$ cat src/rtl/wmf_fifo.sv
// Small first-in first-out queue built from registers.
module wmf_fifo #(
  parameter int WIDTH = 8,
  parameter int DEPTH = 4
) (
  input  logic                       clk,
  input  logic                       rst,
  input  logic                       push,
  input  logic [WIDTH-1:0]           din,
  input  logic                       pop,
  output logic [WIDTH-1:0]           dout,
  output logic [$clog2(DEPTH+1)-1:0] count
);
  localparam int AW = (DEPTH > 1) ? $clog2(DEPTH) : 1;
  localparam int CW = $clog2(DEPTH+1);

  logic [WIDTH-1:0] store [DEPTH];
  logic [AW-1:0]    wr_ptr;
  logic [AW-1:0]    rd_ptr;

  assign dout = store[rd_ptr];

  always_ff @(posedge clk) begin
    if (rst) begin
      wr_ptr <= '0;
      rd_ptr <= '0;
      count  <= '0;
    end else begin
      if (push) begin
        wr_ptr <= (wr_ptr == AW'(DEPTH-1)) ? '0 : wr_ptr + AW'(1);
      end
      if (pop) begin
        rd_ptr <= (rd_ptr == AW'(DEPTH-1)) ? '0 : rd_ptr + AW'(1);
      end
      case ({push, pop})
        2'b10:   count <= count + CW'(1);
        2'b01:   count <= count - CW'(1);
        default: count <= count;
      endcase
    end
  end

  always_ff @(posedge clk) begin
    if (push) begin
      store[wr_ptr] <= din;
    end
  end
endmodule

$ cat config.mk
export PLATFORM = sky130hd
export DESIGN_NAME = wmf_fifo
export DESIGN_NICKNAME = d
export VERILOG_FILES = /design/src/rtl/wmf_fifo.sv
export SDC_FILE = /design/constraint.sdc
export NUM_CORES = 1
export LEC_CHECK = 0
export BUFFER_PORTS_ARGS = -buffer_cell sky130_fd_sc_hd__buf_2
export CAP_MARGIN = 20
export CORE_ASPECT_RATIO = 1.5
export CORE_UTILIZATION = 59
export DETAILED_ROUTE_END_ITERATION = 12
export PLACE_DENSITY = 0.84
export SETUP_SLACK_MARGIN = 0.05
export SLEW_MARGIN = 20
export SYNTH_ARGS = -nofsm -noshare
export SYNTH_HDL_FRONTEND = slang
export SYNTH_SLANG_ARGS = --single-unit
$ cat constraint.sdc
create_clock -name clk -period 4.29 [get_ports clk]
set_input_delay 0.858 -clock clk [delete_from_list [all_inputs] [get_ports clk]]
set_output_delay 0.858 -clock clk [all_outputs]
set_load 0.005 [all_outputs]
==> results of run 1 <==
## registers in the layout (all words and copies together), names as in the netlist, named ones only
register / count
count: 3
rd_ptr: 2
store: 32
wr_ptr: 2
## kinds of logic (layout without fill, tap and decap cells)
kind of cell	count (synthesis)	count (layout)	share of synthesized area, %
AOI/OAI and AO/OA	4	4	1.26
xor gates and xnor gates	2	2	1.11
adders and majority gates	7	7	6.00
buffers and inverters	6	34	1.97
DFF	41	41	72.0
muxes	11	11	13.3
and+or+nand+nor	13	13	4.34
## critical path: stages, from the launching register on
cell	delay, ns
dfxtp_1	0.69
mux4_2	0.58
buf_2	0.14
## cells in the mapped netlist (2+ instances only)
cell type	instances	area, um2
dfxtp_1	9	180
nor3b_1	2	15.0
a21oi_1	3	15.0
edfxtp_1	32	961
mux2i_1	3	30.0
mux4_2	8	180
inv_1	4	15.0
nor2_1	6	22.5
and2_1	4	25.0
ha_1	6	75.1
## routing by layer
| metal | global-route usage [%] | share of wire [%] |
|---|---|---|
| met1 | 19.0 | 39 |
| met4 | 9.09 | 2.3 |
| met3 | 5.22 | 4.3 |
| met2 | 30.9 | 54 |
| met5 | 0 | 0 |
## through the flow
| stage | setup WS, ns | util (%) |
|---|---|---|
| after CTS | 1.61 | 72.6 |
| after detailed placement | 1.96 | 68.8 |
| after global routing | 1.54 | 72.6 |
| final | 1.68 | 72.6 |
| after global placement | 2.01 | 68.8 |
| after floorplan | 2.19 | - |
## power by group through the flow
stage                     clock network (W)  logic [W]  registers (W)
after global routing               0.000284  0.0000792       0.000467
after floorplan                           0  0.0000482       0.000466
after detailed placement                  0  0.0000722       0.000473
after CTS                          0.000266  0.0000725       0.000464
after global placement                    0  0.0000684       0.000471
final                              0.000261  0.0000712       0.000463
## final timing paths
kind,to,depth (start not counted)
setup / recovery,dout[3],2
hold / removal,count[2],2
setup reg to reg,count[2],4
hold reg to reg,count[2],2
## layout make-up
| type | instances | area [um2] |
|---|---|---|
| Clock buffer | 7 | 87.6 |
| Clock inverter | 1 | 8.76 |
| Fill cell | 159 | 686 |
| Inverter | 4 | 15.0 |
| Multi-Input combinational cell | 37 | 412 |
| Sequential cell | 41 | 1140 |
| Tap cell | 36 | 45.0 |
| Timing Repair Buffer | 22 | 110 |
==> impl_metrics.ini, run 1 <==
[cells_and_area]
drive_gt1_share_pct = 33.9
syn_to_final_growth_pct = 14.8
final_common_cell = edfxtp_1
final_nets = 130
fin_area_um2 = 1820
diodes = 0
final_cell_mix = 32 x edfxtp_1, 22 x buf_2, 9 x dfxtp_1, 8 x mux4_2
finalNonFillerCells = 148

[timing]
finalMaxSlewViolations = 0
tightest_slew_ns = 0.545
tns_ns = 0
slew_headroom_pct = 63.6
clock-skew-final_ns = 0.0145
rsz0062_at_grt = no
fin_crit_ns = 2.61
post-route-period-util_pct = 60.9
setup_viol = 0
hold_ws_ns = 0.503
timing_hold_violations_final = 0
max_freq_mhz = 383

[placement]
gp_congestion = 0.621
dpl.cell_count = 140
port_buffers = 22
hpwl_mm = 1.57
place_area_um2 = 1720

[drt]
drt-initial-drc-count = 25
viasPerCell = 5.32
drt-total-wl_mm = 2.18
wl_per_cell_um = 14.7
num_vias = 787
postRouteAntennaNets = 0
drc = 0
dr.pass1.iters = 4

[clock_network]
cts_setup_buffers = 0
cts_htree_levels = 2
cts_tree = yes
clockBufferDepth = 2
ctsResizeCount = 0
clock_sinks = 41
cts_buffers = 5
ctsHoldBuffers = 0
clockRootBuffer = clkbuf_4
cts.reportedPaths.clkPinSlew_ns = 0.13
clk_latency_ns = 0.34

[pwr]
power_frac_comb_pct = 8.9
total_leakage_power_nw = 0.683
p_sw_w = 0.000171
p_int_w = 0.000625
p_clk_share_pct = 32.8
powerDensity_nw_per_um2 = 437
p_seq_share_pct = 58.2
p_sw_share_pct = 21.5
totalPowerFinal_w = 0.000796
ir_drop_v = 0.000332

[worst_setup_path]
worstPathArrival_ns = 1.76
r2r_setup_slack_ns = 2.84
crit_path_start_kind = flip-flop
end_kind = output pin
reg2reg_from = count[0]
worstPathMaxFanout = 8
critPathRequiredTime_ns = 3.43
criticalPathCategory = flip-flop to output pin

[floorplan]
core_area_um2 = 2500
die_w_um = 44.3
io_pins = 23
initial_core_util_pct = 63.2
floorplan.rows = 22
dieArea_um2 = 2900
die_height_um = 65.5

[status]
outcome = completed

[synthesis]
syn_area_um2 = 1580
ys_ff_latch = 41
ys_seq_area_share_pct = 72.0
synth-warning-count = 0
synth-async-reset-ratio_pct = 0
postSynthCellCount = 84
synth_edf_count = 32
syn_avg_cell_area_um2 = 18.9
syn_nets = 103
ys.flop_type = edfxtp_1
synth_cell_types = 17

[grt]
grt_pass1_wl_mm = 3.46
antenna_found_initial = 0
grt_pass1_vias = 795
grt_max_degree = 15
grtUsageTotal_pct = 17.8
grt_overflow_total = 0

[min_path]
hp-start = count[2]
hold_class = flip-flop to flip-flop

[flow_run]
max-cap-violations = 0
No activity file was read; power rests on OpenSTA's default activity.
==> run 2: changes to the inputs <==
ABC_AREA = 1   (was default)
CORE_UTILIZATION = 55   (was 59)
PLACE_DENSITY = 0.79   (was 0.84)
clock period = 2.7 ns   (was 4.29 ns; I/O delays follow)
==> impl_metrics.ini, run 2 <==
[status]
outcome = completed

[synthesis]
synth_cell_types = 19
syn_nets = 152
ys_seq_area_share_pct = 69.5
syn_area_um2 = 1640
synth-async-reset-ratio_pct = 0
ys.flop_type = edfxtp_1
synth_edf_count = 32
syn_avg_cell_area_um2 = 12.4
yosysMostFrequentCell = edfxtp_1
yosys.area.top_type = edfxtp_1
synth-warning-count = 0
ys_ff_latch = 41
yosys.area.top_type_share_pct = 58.5
yosys-top-cells-area = edfxtp_1 58%, dfxtp_1 11%, nor2_1 5.5%
synth_commonest_cells = 32 x edfxtp_1, 24 x nor2_1, 15 x o21ai_0
postSynthCellCount = 133

[cells_and_area]
top_regs = store: 32 flops, count: 3 flops
largest_register = store
final_cell_mix = 32 x edfxtp_1, 24 x nor2_1, 22 x buf_2, 15 x o21ai_0, 13 x inv_1
largest_reg_flops = 32
final_common_cell = edfxtp_1
final_util_pct = 68.6
fin_area_um2 = 1900
diodes = 0
drive_gt1_share_pct = 21.6
final_nets = 180
syn_to_final_growth_pct = 15.4

[placement]
port_buffers = 22
gp_congestion = 0.762
place_area_um2 = 1780
hpwl_mm = 2.01

[drt]
dr.pass1.iters = 4
drc = 0
wl_met1_mm = 1.13
viasPerCell = 5.30
wl_per_cell_um = 14.6
drt-initial-drc-count = 33
postRouteAntennaNets = 0
drt-total-wl_mm = 2.91
dr.max_layer_used = met4
route.met3.wl_um = 120
num_vias = 1055
dr_wl_met2_mm = 1.60

[worst_setup_path]
path_cells = buf_4, inv_2, o21ai_0, o22ai_1, buf_2
worstPathArrival_ns = 1.52
critPathRequiredTime_ns = 2.16
crit_path_start_kind = flip-flop
reg2reg_from = wr_ptr[0]
end_kind = output pin
max_stage_delay_ns = 0.35
criticalPathCategory = flip-flop to output pin
r2r_setup_slack_ns = 1.37
worstPathMaxFanout = 16
critical-path-slowest-cell = dfxtp_1

[floorplan]
initial_core_util_pct = 59.5
die_height_um = 68.9
core_area_um2 = 2760
floorplan.rows = 23
io_pins = 23
dieArea_um2 = 3210
die_w_um = 46.6

[clock_network]
cts_htree_levels = 2
clockBufferDepth = 2
cts_tree = yes
cts.reportedPaths.clkPinSlew_ns = 0.08
ctsHoldBuffers = 0
cts_setup_buffers = 0
cts_buffers = 5
ctsResizeCount = 0
clockRootBuffer = clkbuf_8
clk_latency_ns = 0.29
clock_sinks = 41

[min_path]
hp-start = din[7]
hold_class = input pin to flip-flop

[grt]
grt_overflow_total = 0
grtUsageTotal_pct = 21.4
antenna_found_initial = 0
grt_pass1_wl_mm = 4.49
grt_max_degree = 17
grt_pass1_vias = 1069

[timing]
max_freq_mhz = 484
fin_crit_ns = 2.06
setup_viol = 0
finalMaxSlewViolations = 0
rsz0062_at_grt = no
timing_hold_violations_final = 0
tns_ns = 0
slew_headroom_pct = 70.5
post-route-period-util_pct = 76.5
tightest_slew_ns = 0.442
clock-skew-final_ns = 0.00763

[pwr]
powerDensity_nw_per_um2 = 709
total_leakage_power_nw = 0.771
ir_drop_v = 0.000623
totalPowerFinal_w = 0.00134

[flow_run]
max-cap-violations = 0
[run 2: path summary, 6_finish.rpt]
kind	end	cells after the start
hold reg to reg	flip-flop	2
setup reg to reg	store[3][2]	3
setup / recovery	dout[7]	5
hold / removal	store[0][7]	1
[run 2: kinds of logic after synthesis]
kind of cell / count (synthesis) / share of synthesized area, %
DFF: 41 / 69.5
and+or+nand+nor: 38 / 9.22
AOI/OAI and AO/OA: 29 / 9.90
buffers and inverters: 16 / 4.57
adders and majority gates: 7 / 5.79
xor gates and xnor gates: 2 / 1.07
[run 2: layout make-up]
cell class,count,area [um2]
flip-flops and latches,41,1140
fillers,229,867
multi-input cells,76,427
repair buffers,23,118
clock buffers,8,111
inverters,14,52.6
well taps,37,46.3
[run 2: layer usage]
metal	GRT usage, %	up-vias
li1	-	516
met1	19.4	508
met2	39.8	25
met3	6.51	6
met4	11.8	0
met5	0	-
[run 2: worst max-delay path, delay by kind of cell (launching register included)]
kind | cells | cell delay (ns)
buffers and inverters | 3 | 0.57
DFF | 1 | 0.35
AOI/OAI and AO/OA | 2 | 0.30
[run 2: report_power, final]
part           switching (W)  internal (W)
sequential         0.0000216      0.000719
clock               0.000193      0.000264
combinational      0.0000870     0.0000589
[run 2: stage by stage]
stage,setup slack (ns),std cells,hold WS [ns]
CTS,0.643,199,0.449
detailed placement,0.760,191,0.511
floorplan,1.10,133,0.468
global route,0.517,199,0.450
global placement,0.903,191,0.484
finish,0.635,199,0.463
