**config.mk**
```make
export PLATFORM = sky130hd
export DESIGN_NAME = wmf_back
export DESIGN_NICKNAME = d
export VERILOG_FILES = /design/src/rtl/wmf_pkg.sv /design/src/rtl/wmf_fifo.sv /design/src/rtl/wmf_median.sv /design/src/rtl/wmf_back.sv
export SDC_FILE = /design/constraint.sdc
export NUM_CORES = 2
export LEC_CHECK = 0
export BUFFER_PORTS_ARGS = -buffer_cell sky130_fd_sc_hd__buf_4
export CAP_MARGIN = 0
export CORE_MARGIN = 4
export CORE_UTILIZATION = 55
export DETAILED_ROUTE_END_ITERATION = 10
export PLACE_DENSITY = 0.82
export SYNTH_ARGS = -nofsm -noshare
export SYNTH_HDL_FRONTEND = slang
export SYNTH_SLANG_ARGS = --single-unit
```
**constraint.sdc**
```tcl
create_clock -name clk -period 8.3 [get_ports clk]
set_input_delay 0.415 -clock clk [delete_from_list [all_inputs] [get_ports clk]]
set_output_delay 0.415 -clock clk [all_outputs]
set_load 0.05 [all_outputs]
```
**src/rtl/wmf_pkg.sv**
```systemverilog
// Types, constants and codes shared by the weighted median filter modules.
package wmf_pkg;
  localparam int MAX_WIDTH_DEF = 2048;
  localparam int STORED_ROWS   = 4;
  localparam int SLOT_W        = 2;
  localparam int WIN           = 5;
  localparam int HALF_WEIGHT   = 17;
  localparam int MID_DEPTH     = 4;
  localparam int OUT_DEPTH     = 16;
  localparam int IMG_W_BITS    = 12;
  localparam int IMG_H_BITS    = 16;
  localparam int CFG_W         = 16;

  localparam logic ACT_PIXEL  = 1'b0;
  localparam logic ACT_FLUSH  = 1'b1;
  localparam logic REG_WIDTH  = 1'b0;
  localparam logic REG_HEIGHT = 1'b1;

  localparam int RESET_WIDTH  = 640;
  localparam int RESET_HEIGHT = 480;

  // Inner 3x3 of the window, bit index row*5+col; these taps count twice.
  localparam logic [WIN*WIN-1:0] INNER_MASK = 25'h0739C0;

  typedef struct packed {
    logic       action;
    logic [7:0] pixel_in;
  } item_t;

  typedef struct packed {
    logic [7:0] pixel_out;
    logic       frame_end;
  } result_t;

  typedef logic [WIN-1:0][7:0] column_t;
  typedef logic [WIN-1:0][WIN-1:0][7:0] window_t;

  typedef struct packed {
    logic       shift;
    logic       emit;
    logic       interior;
    logic       frame_end;
    logic [7:0] pass_pix;
    column_t    col;
  } mid_t;

  typedef struct packed {
    logic       interior;
    logic       frame_end;
    logic [7:0] pass_pix;
  } med_tag_t;
endpackage

```
**src/rtl/wmf_fifo.sv**
```systemverilog
// Small first-in first-out queue built from registers.
module wmf_fifo #(
  parameter int WIDTH = 8,
  parameter int DEPTH = 4
) (
  input  logic                       clk,
  input  logic                       rst,
  input  logic                       push,
  input  logic [WIDTH-1:0]           din,
  input  logic                       pop,
  output logic [WIDTH-1:0]           dout,
  output logic [$clog2(DEPTH+1)-1:0] count
);
  localparam int AW = (DEPTH > 1) ? $clog2(DEPTH) : 1;
  localparam int CW = $clog2(DEPTH+1);

  logic [WIDTH-1:0] store [DEPTH];
  logic [AW-1:0]    wr_ptr;
  logic [AW-1:0]    rd_ptr;

  assign dout = store[rd_ptr];

  always_ff @(posedge clk) begin
    if (rst) begin
      wr_ptr <= '0;
      rd_ptr <= '0;
      count  <= '0;
    end else begin
      if (push) begin
        wr_ptr <= (wr_ptr == AW'(DEPTH-1)) ? '0 : wr_ptr + AW'(1);
      end
      if (pop) begin
        rd_ptr <= (rd_ptr == AW'(DEPTH-1)) ? '0 : rd_ptr + AW'(1);
      end
      case ({push, pop})
        2'b10:   count <= count + CW'(1);
        2'b01:   count <= count - CW'(1);
        default: count <= count;
      endcase
    end
  end

  always_ff @(posedge clk) begin
    if (push) begin
      store[wr_ptr] <= din;
    end
  end
endmodule

```
**src/rtl/wmf_median.sv**
```systemverilog
// Weighted median: eight-stage bit search, one result bit per stage.
module wmf_median (
  input  logic               clk,
  input  logic               rst,
  input  logic               in_valid,
  input  wmf_pkg::window_t   in_win,
  input  wmf_pkg::med_tag_t  in_tag,
  output logic               out_valid,
  output logic [7:0]         out_pix,
  output logic               out_fe
);
  import wmf_pkg::*;

  localparam int STAGES = 8;

  logic     st_valid [STAGES+1];
  window_t  st_win   [STAGES];
  logic [7:0] st_res [STAGES+1];
  med_tag_t st_tag   [STAGES+1];

  always_ff @(posedge clk) begin
    if (rst) begin
      st_valid[0] <= 1'b0;
    end else begin
      st_valid[0] <= in_valid;
    end
  end

  always_ff @(posedge clk) begin
    st_win[0] <= in_win;
    st_res[0] <= '0;
    st_tag[0] <= in_tag;
  end

  for (genvar s = 0; s < STAGES; s++) begin : g_stage
    localparam int B = STAGES - 1 - s;
    logic [7:0]         trial;
    logic [WIN*WIN-1:0] hits;
    logic [5:0]         wsum;

    // Weight of taps at or above the trial value; keep the bit if it reaches half.
    always_comb begin
      trial = st_res[s] | (8'd1 << B);
      for (int r = 0; r < WIN; r++) begin
        for (int c = 0; c < WIN; c++) begin
          hits[r*WIN+c] = st_win[s][r][c] >= trial;
        end
      end
      wsum = 6'($countones(hits)) + 6'($countones(hits & INNER_MASK));
    end

    always_ff @(posedge clk) begin
      if (rst) begin
        st_valid[s+1] <= 1'b0;
      end else begin
        st_valid[s+1] <= st_valid[s];
      end
    end

    always_ff @(posedge clk) begin
      st_res[s+1] <= (wsum >= 6'(HALF_WEIGHT)) ? trial : st_res[s];
      st_tag[s+1] <= st_tag[s];
    end

    if (s < STAGES - 1) begin : g_win
      always_ff @(posedge clk) begin
        st_win[s+1] <= st_win[s];
      end
    end
  end

  assign out_valid = st_valid[STAGES];
  assign out_pix   = st_tag[STAGES].interior ? st_res[STAGES] : st_tag[STAGES].pass_pix;
  assign out_fe    = st_tag[STAGES].frame_end;
endmodule

```
**src/rtl/wmf_back.sv**
```systemverilog
// Back end: 5x5 window, median pipeline and result queue with credit control.
module wmf_back (
  input  logic                                    clk,
  input  logic                                    rst,
  input  logic [$clog2(wmf_pkg::MID_DEPTH+1)-1:0] mid_count,
  input  wmf_pkg::mid_t                           mid_data,
  output logic                                    mid_pop,
  input  logic                                    pop,
  output logic                                    empty,
  output wmf_pkg::result_t                        result
);
  import wmf_pkg::*;

  localparam int IW = $clog2(OUT_DEPTH+1);

  window_t   win, win_next;
  logic [IW-1:0] inflight;
  logic [IW-1:0] out_count;
  logic      med_in_valid, res_pop;
  med_tag_t  tag;
  logic      med_valid, med_fe;
  logic [7:0] med_pix;
  result_t   med_res;

  // Take an entry that emits only when a result slot is free for it; others need no slot.
  assign mid_pop = (mid_count != '0) && (!mid_data.emit || (inflight < IW'(OUT_DEPTH)));
  assign med_in_valid = mid_pop && mid_data.emit;
  assign res_pop = pop && !empty;

  always_comb begin
    win_next = win;
    if (mid_pop && mid_data.shift) begin
      for (int r = 0; r < WIN; r++) begin
        for (int c = 0; c < WIN-1; c++) begin
          win_next[r][c] = win[r][c+1];
        end
        win_next[r][WIN-1] = mid_data.col[r];
      end
    end
  end

  always_ff @(posedge clk) begin
    win <= win_next;
  end

  always_ff @(posedge clk) begin
    if (rst) begin
      inflight <= '0;
    end else begin
      case ({med_in_valid, res_pop})
        2'b10:   inflight <= inflight + IW'(1);
        2'b01:   inflight <= inflight - IW'(1);
        default: inflight <= inflight;
      endcase
    end
  end

  assign tag.interior  = mid_data.interior;
  assign tag.frame_end = mid_data.frame_end;
  assign tag.pass_pix  = mid_data.pass_pix;

  wmf_median u_median (
    .clk       (clk),
    .rst       (rst),
    .in_valid  (med_in_valid),
    .in_win    (win_next),
    .in_tag    (tag),
    .out_valid (med_valid),
    .out_pix   (med_pix),
    .out_fe    (med_fe)
  );

  assign med_res.pixel_out = med_pix;
  assign med_res.frame_end = med_fe;

  wmf_fifo #(
    .WIDTH ($bits(result_t)),
    .DEPTH (OUT_DEPTH)
  ) u_out_q (
    .clk   (clk),
    .rst   (rst),
    .push  (med_valid),
    .din   (med_res),
    .pop   (res_pop),
    .dout  (result),
    .count (out_count)
  );

  assign empty = (out_count == '0);
endmodule

```
==> results.toml <==
[placement]
pre_cts_slack_ns = 0.7992
routabilityCongestion = 0.8872
io_buffers = 68
dp_hpwl_um = 95080

[yosys]
netlist_instances = 4693
synth_compound_area_frac = 0.06867
synthAdderAreaFrac = 0.2207
seq_area_frac_synth = 0.6216
synth-edff-count = 344
synth_top_area_frac = 0.4669
synthArstFlopShare = 0
synth_xor_area_frac = 0.003148
avgSynthCellArea_um2 = 14.23
syn_nets = 5825
synth_mux_area_frac = 0.01675
synth_cell_types = 49
ys.flop_type = "dfxtp_1"
yosys_warnings = 0
synth_area_leader_cell = "dfxtp_1"
ys_ff_latch = 1901
synth-simple-area-share = 0.04854
synth.area.top_cells = "dfxtp_1, ha_1, edfxtp_1"
syn-cell-area_mm2 = 0.06676
synth_top_family_by_area = "adder cells"

[sta]
finalHoldViolCount = 0
relSlewSlack = 0.2848
setup_tns_ns = 0
period_minus_slack_ns = 7.458
fmax_ghz = 0.1341
final.setup.worst_slack_ns = 0.8422
setup_violations = 0
finalMaxSlewViolations = 0
finClkSkew_ns = 0.06374
rsz0062_at_grt = "false"
worst_pin_slew_ns = 1.072
fin_crit_sh = 0.8985

[floorplan]
die_area_mm2 = 0.1270
initial_core_util = 0.5550
rows = 127
fp.dieW_um = 356.4
die_h_um = 356.4
coreArea_mm2 = 0.1203
io_pins = 69

[critical_path]
crit_arrival_ns = 8.12
critical_path_class = "flop to flop"
path_cells = "inv_1, ha_1, o21ai_0, o21bai_1, a211oi_1, o21ai_0, ha_1, inv_1, fa_1, inv_1, fa_1, ha_1, fa_1, inv_1, fa_1, fa_1, fa_1, fa_1, inv_1, fa_1, xor2_1, nor4b_1, a22oi_1, a211o_1"
max_stage_delay_ns = 0.54
start_kind = "flop"
cp_common_cell = "fa_1"
critPathBufInv = 5
path_max_fanout = 14
cpMaxStageDelayCell = "fa_1"
crit_required_ns = 8.96
r2r_cells = 24
cp-end-kind = "flop"
path_depth = 24
cpLargestDelayFamily = "adder cells"

[outcome]
outcome = "completed"

[cts]
clock_latency_ns = 0.82
htreeDepth = 4
cts_tree = "done"
clkSlewWorstSetupHoldPaths_ns = 0.06
cts_root_buf = "clkbuf_16"
clockBufferDepth = 3
cts_setup_buffers = 0
cts.sinks = 1901
numCtsBuffers = 176

[detailed_routing]
drc_errors = 0
drt.antenna.violating_nets = 0
routedWlPerCell_um = 20.09
vias = 35500
drt_iter0_drc = 2381
first_pass_iters = 7
routed_wl_um = 134800
via_per_inst = 5.292

[global_route]
grt_max_degree = 118
grt_usage = 0.2154
antenna_found_initial = 0
grt_overflow = 0
grt_pass1_wl_um = 212100
grt_pass1_vias = 37530

[cells_and_area]
fillers = 8351
drive_gt1_frac = 0.08795
area_delta_synth_final_pct = 13.73
fin_nets = 6073

[worst_hold_path]
min_path_type = "input port to flop"
holdPathStages = 2

[flow_run]
maxCapViolations = 0
-- state kept, by name (all words and copies together) (netlist names), named ones only --
name	cells
u_median.st_win	1600
inflight	5
u_median.st_valid	9
u_out_q.wr_ptr	4
u_out_q.count	5
u_median.st_res	36
u_out_q.store	144
u_median.st_tag	90
u_out_q.rd_ptr	4
-- path summary, 6_finish.rpt --
kind,from,slack [ns],to
worst max-delay path,u_median.st_res[0][58],0.84,u_median.st_res[0][64]
worst min-delay path,mid_data[51],0.21,u_median.st_win[0][165]
worst max register to register,u_median.st_res[0][58],0.84,u_median.st_res[0][64]
worst min register to register,u_median.st_win[1][81],0.28,u_median.st_win[1][281]
-- layout by cell type, fill, tap and decap left out, drive strengths merged, types with 10 or more instances in the layout --
cell	instances
nor2b	72
o211ai	59
nor3b	14
nand2b	34
mux2	10
a22oi	19
a21oi	220
o21ai	143
a211o	26
bufinv	14
nor3	59
xor2	17
inv	273
clkinv	54
ha	901
o21a	16
fa	173
mux2i	12
dlygate4sd3	54
edfxtp	344
a211oi	62
a21o	133
o21bai	25
nand2	47
and3	202
clkbuf	243
and2	18
nor2	60
clkinvlp	11
mux4	36
dfxtp	1557
buf	101
or2	21
or3	31
-- cell usage after synthesis (4+ instances only) --
cell	instances
nand2b_1	34
nor3b_1	14
o21ba_2	7
buf_4	4
fa_1	173
or3_1	31
o211ai_1	59
and3_1	202
ha_1	901
o21ai_0	142
nor3_1	59
inv_1	264
clkbuf_1	72
o21bai_1	25
mux4_2	16
nand2_1	47
a21o_1	133
nor2b_1	72
o21a_1	16
buf_2	5
a211oi_1	62
mux2i_1	12
edfxtp_1	344
mux4_1	20
dfxtp_1	1557
nor2_1	60
xor2_1	17
a211o_1	26
o2111a_1	5
mux2_2	10
a21oi_1	220
or2_2	21
and2_1	18
a22oi_1	19
xnor2_1	7
-- metrics by stage --
stage                     hold slack, ns  cells    util  area, um2
after floorplan                   0.3096   4693       -      66760
after global placement            0.3095   6321  0.5752      69190
after detailed placement          0.3121   6321  0.5752      69190
after CTS                         0.1399   6706  0.6311      75920
after global routing              0.1945   6706  0.6311      75920
final                             0.2075   6709  0.6312      75930
-- cell type report --
type	instances	area, um2	area share
flip-flops and latches	1901	41500	0.5466
multi-input cells	2443	23900	0.3148
repair buffers	155	1315	0.01732
well taps	1612	2017	0.02656
clock buffers	243	5031	0.06626
diodes	3	7.507	0.00009887
inverters	264	991.0	0.01305
clock inverters	88	1159	0.01526
-- cells by family after synthesis --
family	after synthesis
multiplexers	58
flip-flops	1901
adder cells (fa/ha/maj)	1074
XOR/XNOR	24
AO/OA/AOI/OAI	720
buffers and inverters	349
AND/OR/NAND/NOR	567
-- worst reg2reg max path, cell delays in order (launching register included) --
cell	delay (ns)
dfxtp_1	0.30
inv_1	0.44
ha_1	0.34
o21ai_0	0.17
o21bai_1	0.09
a211oi_1	0.24
o21ai_0	0.14
ha_1	0.30
inv_1	0.09
fa_1	0.52
inv_1	0.05
fa_1	0.47
ha_1	0.24
fa_1	0.49
inv_1	0.05
fa_1	0.50
fa_1	0.52
fa_1	0.52
fa_1	0.54
inv_1	0.07
fa_1	0.46
xor2_1	0.19
nor4b_1	0.25
a22oi_1	0.11
a211o_1	0.28
-- per-layer routing --
metal	track usage	up-vias	share of wire	routed length (um)
li1	-	17130	-	-
met2	0.3625	850	0.48	64630
met5	0	-	0	0
met4	0.08290	0	0.035	4720
met3	0.02996	244	0.043	5739
met1	0.2843	17280	0.44	59700
-- what timing repair did --
item,CTS,global route
endpoints found under the hold margin,70,0
hold buffers,54,0
gates resized for setup,0,0
Power is left out: the tool's default activity adds up to more than one toggle a clock period on the data nets, which glitch-free logic cannot reach.
